File: config.mk
export PLATFORM = sky130hd
export DESIGN_NAME = heartbeat_watchdog_status_led_core
export DESIGN_NICKNAME = d
export VERILOG_FILES = /design/src/hw/rtl/hwsl_pkg.sv /design/src/hw/rtl/heartbeat_watchdog_status_led_core.sv
export SDC_FILE = /design/constraint.sdc
export NUM_CORES = 1
export LEC_CHECK = 0
export ABC_AREA = 1
export BUFFER_PORTS_ARGS = -buffer_cell sky130_fd_sc_hd__buf_4
export CAP_MARGIN = 25
export CORE_MARGIN = 2
export CORE_UTILIZATION = 60
export CTS_BUF_LIST = sky130_fd_sc_hd__clkbuf_8 sky130_fd_sc_hd__clkbuf_16
export DETAILED_ROUTE_END_ITERATION = 12
export PLACE_DENSITY_LB_ADDON = 0.15
export SETUP_SLACK_MARGIN = 0.4
export SLEW_MARGIN = 20
export SYNTH_ARGS = -nofsm -noshare
export SYNTH_HDL_FRONTEND = slang
export SYNTH_SLANG_ARGS = --single-unit
File: constraint.sdc
create_clock -name i_clk -period 10.7 [get_ports i_clk]
set_clock_uncertainty 0.05 [all_clocks]
set_input_delay 1.605 -clock i_clk [delete_from_list [all_inputs] [get_ports i_clk]]
set_output_delay 1.605 -clock i_clk [all_outputs]
set_load 0.01 [all_outputs]
File: src/hw/rtl/hwsl_pkg.sv
// ----------------------------------------------------------------------------
// hwsl_pkg
// Shared types and constants of the heartbeat watchdog with status LEDs.
// ----------------------------------------------------------------------------
package hwsl_pkg;

    localparam int NUM_CHANNELS = 7;
    localparam int AGE_WIDTH    = 16;
    localparam int PHASE_WIDTH  = 16;
    localparam int DUR_WIDTH    = 16;
    localparam int CH_WIDTH     = 3;
    localparam int MASK_WIDTH   = 7;
    localparam int CFG_IDX_W    = 3;
    localparam int CFG_DATA_W   = 16;

    // Reset values of the configuration registers.
    localparam logic [DUR_WIDTH-1:0] RST_TIMEOUT     = DUR_WIDTH'(100);
    localparam logic [DUR_WIDTH-1:0] RST_GOOD_ON     = DUR_WIDTH'(1425);
    localparam logic [DUR_WIDTH-1:0] RST_GOOD_OFF    = DUR_WIDTH'(75);
    localparam logic [DUR_WIDTH-1:0] RST_FAIL_HALF   = DUR_WIDTH'(75);
    localparam logic [DUR_WIDTH-1:0] RST_YELLOW_HALF = DUR_WIDTH'(250);

    typedef enum logic [CFG_IDX_W-1:0] {
        CFG_TIMEOUT     = 3'd0,
        CFG_GOOD_ON     = 3'd1,
        CFG_GOOD_OFF    = 3'd2,
        CFG_FAIL_HALF   = 3'd3,
        CFG_YELLOW_EN   = 3'd4,
        CFG_YELLOW_HALF = 3'd5
    } t_cfg_idx;

    typedef enum logic {
        OP_TICK      = 1'b0,
        OP_HEARTBEAT = 1'b1
    } t_op;

    typedef struct packed {
        logic                operation;
        logic [CH_WIDTH-1:0] channel;
        logic                alive;
    } t_in_item;

    typedef struct packed {
        logic                  all_good;
        logic [MASK_WIDTH-1:0] fail_mask;
        logic                  green_led;
        logic                  yellow_led;
    } t_out_item;

endpackage

File: src/hw/rtl/heartbeat_watchdog_status_led_core.sv
// ----------------------------------------------------------------------------
// heartbeat_watchdog_status_led_core
// Per-channel heartbeat age tracking with a failure mask and two blinking
// status LEDs, one status beat per input beat.
// ----------------------------------------------------------------------------
// The status beat is registered: it is valid in the cycle after its input beat is taken.
// Throughput: one input beat per cycle; the result register frees itself in
// the same cycle it is taken, so only output backpressure slows the block.
// Reset: synchronous, active low; ages, LED levels and phases clear to zero and
// the configuration registers load their default values.
// ----------------------------------------------------------------------------
module heartbeat_watchdog_status_led_core
    import hwsl_pkg::*;
(
    input  logic                  i_clk,
    input  logic                  i_rst_n,
    input  logic                  i_in_valid,
    output logic                  o_in_ready,
    input  t_in_item              i_in_data,
    output logic                  o_out_valid,
    input  logic                  i_out_ready,
    output t_out_item             o_out_data,
    input  logic                  i_cfg_valid,
    output logic                  o_cfg_ready,
    input  logic [CFG_IDX_W-1:0]  i_cfg_index,
    input  logic [CFG_DATA_W-1:0] i_cfg_data
);

    localparam logic [AGE_WIDTH-1:0]   AGE_MAX   = {AGE_WIDTH{1'b1}};
    localparam logic [PHASE_WIDTH-1:0] PHASE_MAX = {PHASE_WIDTH{1'b1}};

    // Configuration registers.
    logic [DUR_WIDTH-1:0] r_timeout;
    logic [DUR_WIDTH-1:0] r_good_on;
    logic [DUR_WIDTH-1:0] r_good_off;
    logic [DUR_WIDTH-1:0] r_fail_half;
    logic                 r_yellow_en;
    logic [DUR_WIDTH-1:0] r_yellow_half;

    // Watchdog state.
    logic [AGE_WIDTH-1:0]   r_age [NUM_CHANNELS];
    logic [AGE_WIDTH-1:0]   n_age [NUM_CHANNELS];
    logic                   r_green_on,     n_green_on;
    logic [PHASE_WIDTH-1:0] r_green_phase,  n_green_phase;
    logic                   r_yellow_on,    n_yellow_on;
    logic [PHASE_WIDTH-1:0] r_yellow_phase, n_yellow_phase;

    // Result register.
    logic      r_out_valid;
    t_out_item r_out_data, n_out_data;

    logic                    in_fire;
    logic                    is_tick;
    logic [NUM_CHANNELS-1:0] fail_vec;
    logic                    all_good;
    logic [DUR_WIDTH-1:0]    green_dur;

    assign o_in_ready  = !r_out_valid || i_out_ready;
    assign in_fire     = i_in_valid && o_in_ready;
    assign o_out_valid = r_out_valid;
    assign o_out_data  = r_out_data;
    assign o_cfg_ready = 1'b1;
    assign is_tick     = (i_in_data.operation == OP_TICK);

    // Ages advance on a tick; a live heartbeat on a valid channel clears one.
    always_comb begin
        for (int i = 0; i < NUM_CHANNELS; i++) begin
            n_age[i] = r_age[i];
            if (is_tick) begin
                if (r_age[i] != AGE_MAX) begin
                    n_age[i] = r_age[i] + AGE_WIDTH'(1);
                end
            end else if (i_in_data.alive && (int'(i_in_data.channel) == i)) begin
                n_age[i] = '0;
            end
            fail_vec[i] = (n_age[i] > AGE_WIDTH'(r_timeout));
        end
    end

    assign all_good = ~|fail_vec;

    always_comb begin
        if (all_good) begin
            green_dur = r_green_on ? r_good_on : r_good_off;
        end else begin
            green_dur = r_fail_half;
        end
    end

    // LED blinkers only move on ticks; yellow is forced off while disabled.
    always_comb begin
        n_green_on     = r_green_on;
        n_green_phase  = r_green_phase;
        n_yellow_on    = r_yellow_on;
        n_yellow_phase = r_yellow_phase;
        if (is_tick) begin
            if (r_green_phase >= PHASE_WIDTH'(green_dur)) begin
                n_green_on    = !r_green_on;
                n_green_phase = '0;
            end else if (r_green_phase != PHASE_MAX) begin
                n_green_phase = r_green_phase + PHASE_WIDTH'(1);
            end
            if (r_yellow_en && (r_yellow_phase >= PHASE_WIDTH'(r_yellow_half))) begin
                n_yellow_on    = !r_yellow_on;
                n_yellow_phase = '0;
            end else if (r_yellow_phase != PHASE_MAX) begin
                n_yellow_phase = r_yellow_phase + PHASE_WIDTH'(1);
            end
        end
        if (!r_yellow_en) begin
            n_yellow_on = 1'b0;
        end
    end

    always_comb begin
        n_out_data            = '0;
        n_out_data.all_good   = all_good;
        n_out_data.green_led  = n_green_on;
        n_out_data.yellow_led = n_yellow_on;
        for (int i = 0; i < MASK_WIDTH; i++) begin
            if (i < NUM_CHANNELS) begin
                n_out_data.fail_mask[i] = fail_vec[i];
            end
        end
    end

    always_ff @(posedge i_clk) begin
        if (!i_rst_n) begin
            r_timeout     <= RST_TIMEOUT;
            r_good_on     <= RST_GOOD_ON;
            r_good_off    <= RST_GOOD_OFF;
            r_fail_half   <= RST_FAIL_HALF;
            r_yellow_en   <= 1'b0;
            r_yellow_half <= RST_YELLOW_HALF;
        end else if (i_cfg_valid) begin
            case (i_cfg_index)
                CFG_TIMEOUT:     r_timeout     <= i_cfg_data;
                CFG_GOOD_ON:     r_good_on     <= i_cfg_data;
                CFG_GOOD_OFF:    r_good_off    <= i_cfg_data;
                CFG_FAIL_HALF:   r_fail_half   <= i_cfg_data;
                CFG_YELLOW_EN:   r_yellow_en   <= i_cfg_data[0];
                CFG_YELLOW_HALF: r_yellow_half <= i_cfg_data;
                default: begin
                end
            endcase
        end
    end

    always_ff @(posedge i_clk) begin
        if (!i_rst_n) begin
            for (int i = 0; i < NUM_CHANNELS; i++) begin
                r_age[i] <= '0;
            end
            r_green_on     <= 1'b0;
            r_green_phase  <= '0;
            r_yellow_on    <= 1'b0;
            r_yellow_phase <= '0;
            r_out_valid    <= 1'b0;
        end else begin
            if (in_fire) begin
                for (int i = 0; i < NUM_CHANNELS; i++) begin
                    r_age[i] <= n_age[i];
                end
                r_green_on     <= n_green_on;
                r_green_phase  <= n_green_phase;
                r_yellow_on    <= n_yellow_on;
                r_yellow_phase <= n_yellow_phase;
                r_out_valid    <= 1'b1;
            end else if (i_out_ready) begin
                r_out_valid <= 1'b0;
            end
        end
    end

    always_ff @(posedge i_clk) begin
        if (in_fire) begin
            r_out_data <= n_out_data;
        end
    end

endmodule
==> results.sh, run 1 <==
export IMPL_outcome="complete, no violations"
export IMPL_powerDensity_mw_per_mm2=130
export IMPL_synth_compound_area_share_pct=10.8
export IMPL_min_period_over_period_pct=63.0
export IMPL_hp_class="flip-flop to flip-flop"
export IMPL_grt_pass1_vias=15471
export IMPL_synth_cells=2468
export IMPL_cp_start_kind="input pin"
export IMPL_post_cts_buffers=0
export IMPL_syn_to_final_growth_pct=8.79
export IMPL_synth_top_family_by_area="simple AND/OR/NAND/NOR gates"
export IMPL_via_count=16364
export IMPL_clk_pin_slew_worst_paths_ns=0.06
export IMPL_syn_avg_cell_area_um2=7.15
export IMPL_vias_per_cell=5.69
export IMPL_cts_resized=0
export IMPL_fp_dieH_um=175
export IMPL_endpoint_kind="flip-flop"
export IMPL_cts_htree_levels=1
export IMPL_final_nets=2653
export IMPL_period_needed_ns=6.74
export IMPL_synthMuxAreaShare_pct=0.851
export IMPL_layout_drive_gt1_share_pct=5.98
export IMPL_synth_edff_count=122
export IMPL_grt_max_degree=93
export IMPL_dr_pass1_iters=6
export IMPL_setup_ws_ns=3.96
export IMPL_initial_core_util_pct=61.1
export IMPL_ir_drop_mv=0.119
export IMPL_netlist_area_mm2=0.0176
export IMPL_cp_required_ns=10.96
export IMPL_cts_tree="built"
export IMPL_synthSimpleGateAreaFrac_pct=28.4
export IMPL_synthAdderAreaFrac_pct=10.8
export IMPL_synth_xor_area_share_pct=5.66
export IMPL_synth_cell_types=49
export IMPL_clock_sinks=238
export IMPL_fp_dieW_um=175
export IMPL_tns_ns=0
export IMPL_clk_path_buf_depth=3
export IMPL_ys_warn_count=0
export IMPL_relSlewSlack_pct=28.4
export IMPL_rsz0062_at_grt="false"
export IMPL_critical_path_arrival_ns=7.00
export IMPL_rrSetupSlack_ns=4.61
export IMPL_worstSetupPathType="input pin to flip-flop"
export IMPL_cp_max_fo=66
export IMPL_portBuffers=40
export IMPL_grt_use_total_pct=30.3
export IMPL_diodes=0
export IMPL_place_congestion=0.917
export IMPL_rows=62
export IMPL_ys_seq_elements=238
export IMPL_setup_violations=0
export IMPL_cts_buffers=28
export IMPL_grt_pass1_wl_mm=76.1
export IMPL_slew_violations=0
export IMPL_wirelength_mm=47.3
export IMPL_yosys_most_used_dff="edfxtp_1"
export IMPL_dieArea_mm2=0.0308
export IMPL_leakage_nw=8.91
export IMPL_grt_ovfl_total=0
export IMPL_worst_slew_pin_slew_ns=1.07
export IMPL_final_common_cell="nand2_1"
export IMPL_pre_cts_slack_ns=3.52
export IMPL_drc=0
export IMPL_insertion_delay_ns=0.55
export IMPL_drtAntennaViolNets=0
export IMPL_synth_fp_nets=2650
export IMPL_async_reset_ff_share_pct=0
export IMPL_layout_common_cells="nand2_1, inv_1, nor2_1"
export IMPL_drtIter0Drc=1318
export IMPL_cts_hold_buffers=0
export IMPL_wl_per_cell_um=16.5
export IMPL_ioPinCount=42
export IMPL_root_buffer="clkbuf_16"
export IMPL_dp_hpwl_mm=32.5
export IMPL_antenna_found_initial=0
export IMPL_core_mm2=0.0289
export IMPL_hold_viol=0
export IMPL_clock_fmax_mhz=148
export IMPL_synth_seq_area_share_pct=33.9
export IMPL_maxCapViolations=0
final timing paths:
path,from,endpoint,cells after the start
setup / recovery,i_in_data[4],o_out_data[1]$_DFFE_PP_,26
hold / removal,r_good_on[8]$_SDFFE_PN1P_,r_good_on[8]$_SDFFE_PN1P_,2
setup reg to reg,r_age[6][0]$_SDFFCE_PN0P_,o_out_data[1]$_DFFE_PP_,29
hold reg to reg,r_good_on[8]$_SDFFE_PN1P_,r_good_on[8]$_SDFFE_PN1P_,2
cells by family (layout without fill, tap and decap cells):
logic type | count (synthesis) | in the layout
compound gates | 358 | 358
xor+xnor | 114 | 114
fa+ha+maj | 153 | 153
buf+inv | 436 | 460
flops | 238 | 238
mux | 15 | 15
other cells | 1 | 1
simple gates | 1153 | 1153
synthesized netlist by cell type, types with 3 or more instances:
cell type / count / area, µm²
nor4_1: 15 / 93.8
a21oi_1: 138 / 691
inv_1: 348 / 1310
o21ai_0: 172 / 861
dfxtp_1: 116 / 2320
nor3_2: 4 / 40.0
clkbuf_1: 60 / 225
inv_2: 6 / 22.5
nand3_2: 3 / 30.0
nand4_1: 46 / 288
nor2_2: 3 / 18.8
xnor2_1: 11 / 96.3
o211ai_1: 12 / 90.1
o21a_1: 8 / 60.1
a21oi_2: 12 / 105
nor2_1: 313 / 1170
ha_1: 153 / 1910
o21ai_1: 5 / 25.0
nand3b_1: 5 / 37.5
buf_2: 12 / 60.1
xor2_1: 103 / 902
buf_1: 5 / 18.8
nand2_2: 8 / 50.1
nand2_1: 482 / 1810
o21bai_1: 7 / 52.6
and2_1: 7 / 43.8
nor3_1: 41 / 205
edfxtp_1: 122 / 3660
mux2i_1: 15 / 150
nand3_1: 211 / 1060
cell type report:
type | count | area [µm²]
clock buffer | 41 | 925
sequential | 238 | 5990
fill | 2528 | 9660
multi-input combinational | 1794 | 9990
timing repair buffer | 53 | 430
tap | 384 | 480
inverter | 356 | 1340
clock inverter | 10 | 45.0
worst max-delay path, stage by stage:
cell and delay [ns]:
buf_4 0.12, clkinv_2 0.03, buf_4 0.40, buf_4 0.69
o21ai_2 0.26, o21ai_0 0.35, inv_1 0.09, ha_1 0.29
nand2_1 0.06, nor2_1 0.14, nand4_1 0.10, inv_1 0.08
nand3_1 0.06, nand2_1 0.15, nand2_1 0.12, nor2_4 0.36
nand2_2 0.29, nand2_1 0.13, nand2_1 0.06, ha_1 0.29
nand2_1 0.08, nor3_1 0.28, nand3_1 0.20, nand3_2 0.33
nand3_1 0.14, and2_1 0.21
metal layers:
metal  wire [µm]  track usage (%)
met3        3010             3.53
met2       22400             52.3
met4        1420             9.88
met1       20500             39.6
met5           0                0
flip-flops by register name, summed over array words and instances, names as in the netlist:
name and count:
r_timeout 16, r_yellow_half 16, r_green_on 1, r_green_phase 16, o_out_data 10, o_out_valid 1, r_yellow_en 1, r_fail_half 16
r_yellow_on 1, r_good_off 16, r_good_on 16, r_age 112, r_yellow_phase 16
through the flow:
step / utilization (%) / power, mW / cells / area (µm²) / hold WS [ns]
floorplan: - / 1.39 / 2468 / 17600 / 0.378
global placement: 63.0 / 1.50 / 2823 / 18200 / 0.387
detailed placement: 63.0 / 1.52 / 2823 / 18200 / 0.398
CTS: 66.4 / 2.50 / 2874 / 19100 / 0.412
global route: 66.5 / 2.61 / 2876 / 19200 / 0.436
finish: 66.5 / 2.50 / 2876 / 19200 / 0.414
report_power, final:
group          switching (mW)  internal, mW  total (mW)
combinational           0.286         0.154       0.440
clock                   0.394         0.593       0.988
sequential             0.0494          1.02        1.07
No activity file was read; power rests on OpenSTA's default activity.
==> run 2: changes to the inputs <==
==> constraint.sdc (replaced) <==
create_clock -name i_clk -period 6.5 [get_ports i_clk]
set_clock_uncertainty 0.05 [all_clocks]
set_input_delay 0.975 -clock i_clk [delete_from_list [all_inputs] [get_ports i_clk]]
set_output_delay 0.975 -clock i_clk [all_outputs]
set_load 0.01 [all_outputs]
==> results.sh, run 2 (synthesized netlist as in run 1, its figures left out) <==
export IMPL_via_count=16393
export IMPL_final_common_cell="nand2_1"
export IMPL_rsz0062_at_grt="false"
export IMPL_drc=0
export IMPL_fp_dieW_um=175
export IMPL_initial_core_util_pct=61.1
export IMPL_endpoint_kind="flip-flop"
export IMPL_slowest_delay_ns=0.50
export IMPL_cts_tree="built"
export IMPL_rr_worst_depth=28
export IMPL_slew_violations=0
export IMPL_wirelength_mm=47.3
export IMPL_dp_hpwl_mm=32.8
export IMPL_pre_cts_slack_ns=0.464
export IMPL_rows=62
export IMPL_hold_viol=0
export IMPL_layout_common_cells="nand2_1, inv_1, nor2_1"
export IMPL_tns_ns=0
export IMPL_insertion_delay_ns=0.56
export IMPL_hp_class="flip-flop to flip-flop"
export IMPL_worst_slew_pin_slew_ns=0.859
export IMPL_largest_reg_flops=112
export IMPL_leakage_nw=8.96
export IMPL_rrSetupSlack_ns=0.96
export IMPL_ir_drop_mv=0.208
export IMPL_root_buffer="clkbuf_16"
export IMPL_worstSetupPathType="flip-flop to flip-flop"
export IMPL_relSlewSlack_pct=42.5
export IMPL_outcome="complete, no violations"
export IMPL_critical_path_arrival_ns=5.81
export IMPL_grt_pass1_wl_mm=76.0
export IMPL_largest_register="r_age"
export IMPL_clk_path_buf_depth=3
export IMPL_syn_to_final_growth_pct=9.19
export IMPL_place_congestion=0.963
export IMPL_setup_violations=0
export IMPL_layout_drive_gt1_share_pct=6.47
export IMPL_ioPinCount=42
export IMPL_clk_pin_slew_worst_paths_ns=0.07
export IMPL_dr_pass1_iters=6
export IMPL_antenna_found_initial=1
export IMPL_powerDensity_mw_per_mm2=212
export IMPL_maxCapViolations=0
export IMPL_clock_sinks=238
export IMPL_drtIter0Drc=1436
export IMPL_post_dp_cell_area_mm2=0.0183
export IMPL_cp_max_fo=18
export IMPL_grt_max_degree=85
export IMPL_grt_use_total_pct=30.3
export IMPL_final_nets=2667
export IMPL_min_period_over_period_pct=85.3
export IMPL_setup_ws_ns=0.957
export IMPL_clock_fmax_mhz=180
export IMPL_cp_slowest_cell="nand3_1"
export IMPL_core_mm2=0.0289
export IMPL_period_needed_ns=5.54
export IMPL_grt_ovfl_total=0
export IMPL_drtAntennaViolNets=0
export IMPL_fp_dieH_um=175
export IMPL_vias_per_cell=5.67
export IMPL_min_path_cells=2
export IMPL_design_area_mm2=0.0193
export IMPL_grt_pass1_vias=15449
export IMPL_dieArea_mm2=0.0308
export IMPL_portBuffers=40
export IMPL_cts_htree_levels=1
export IMPL_path_common_cell="nand2_1"
export IMPL_cts_resized=0
export IMPL_wl_per_cell_um=16.4
export IMPL_cp_required_ns=6.76
export IMPL_cts_buffers=28
export IMPL_cp_start_kind="flip-flop"
export IMPL_diodes=0
==> run 2: final timing paths <==
check,from,end
max,r_age[2][0]$_SDFFCE_PN0P_,o_out_data[1]$_DFFE_PP_
min reg2reg,r_fail_half[14]$_SDFFE_PN0P_,r_fail_half[14]$_SDFFE_PN0P_
max reg2reg,r_age[2][0]$_SDFFCE_PN0P_,o_out_data[1]$_DFFE_PP_
min,r_fail_half[14]$_SDFFE_PN0P_,r_fail_half[14]$_SDFFE_PN0P_
==> run 2: report_power, final <==
group / total, mW / leakage, nW / switching (mW) / internal, mW
sequential: 1.76 / 2.26 / 0.0813 / 1.68
combinational: 0.722 / 6.21 / 0.468 / 0.254
clock: 1.60 / 0.484 / 0.671 / 0.932
==> run 2: area by class of cell <==
type                    instances  area [µm²]
repair buffers                 67         536
multi-input cells            1794        9990
clock inverters                15         116
well taps                     384         480
flip-flops and latches        238        5990
clock buffers                  35         820
fillers                      2558        9590
inverters                     356        1340
==> run 2: per-stage QoR <==
stage               std cells  utilization (%)  power (mW)  hold WS (ns)
floorplan                2468                -        2.29         0.378
global placement         2832             63.3        2.47         0.387
detailed placement       2832             63.3        2.50         0.397
CTS                      2882             66.5        4.09         0.410
global route             2889             66.8        4.27         0.435
finish                   2889             66.8        4.09         0.410
==> run 2: critical path, delay by kind of cell (launching register included) <==
kind	cells	cell delay (ns)
AO/OA/AOI/OAI	2	0.46
flip-flops	1	0.47
AND/OR/NAND/NOR	23	3.47
adder cells (fa/ha/maj)	3	0.86
==> run 2: repair_timing <==
item                                    CTS  global route
endpoints found under the setup margin    0            18
setup buffers                             0             5
hold buffers                              0             0
==> run 2: per-layer routing <==
metal  share of wire, %  vias to the layer above  GRT usage [%]
li1                   -                     8140              -
met1                 42                     7558           39.1
met2                 48                      586           51.8
met3                6.9                      109           3.77
met4                3.3                        0           11.4
met5                  0                        -              0
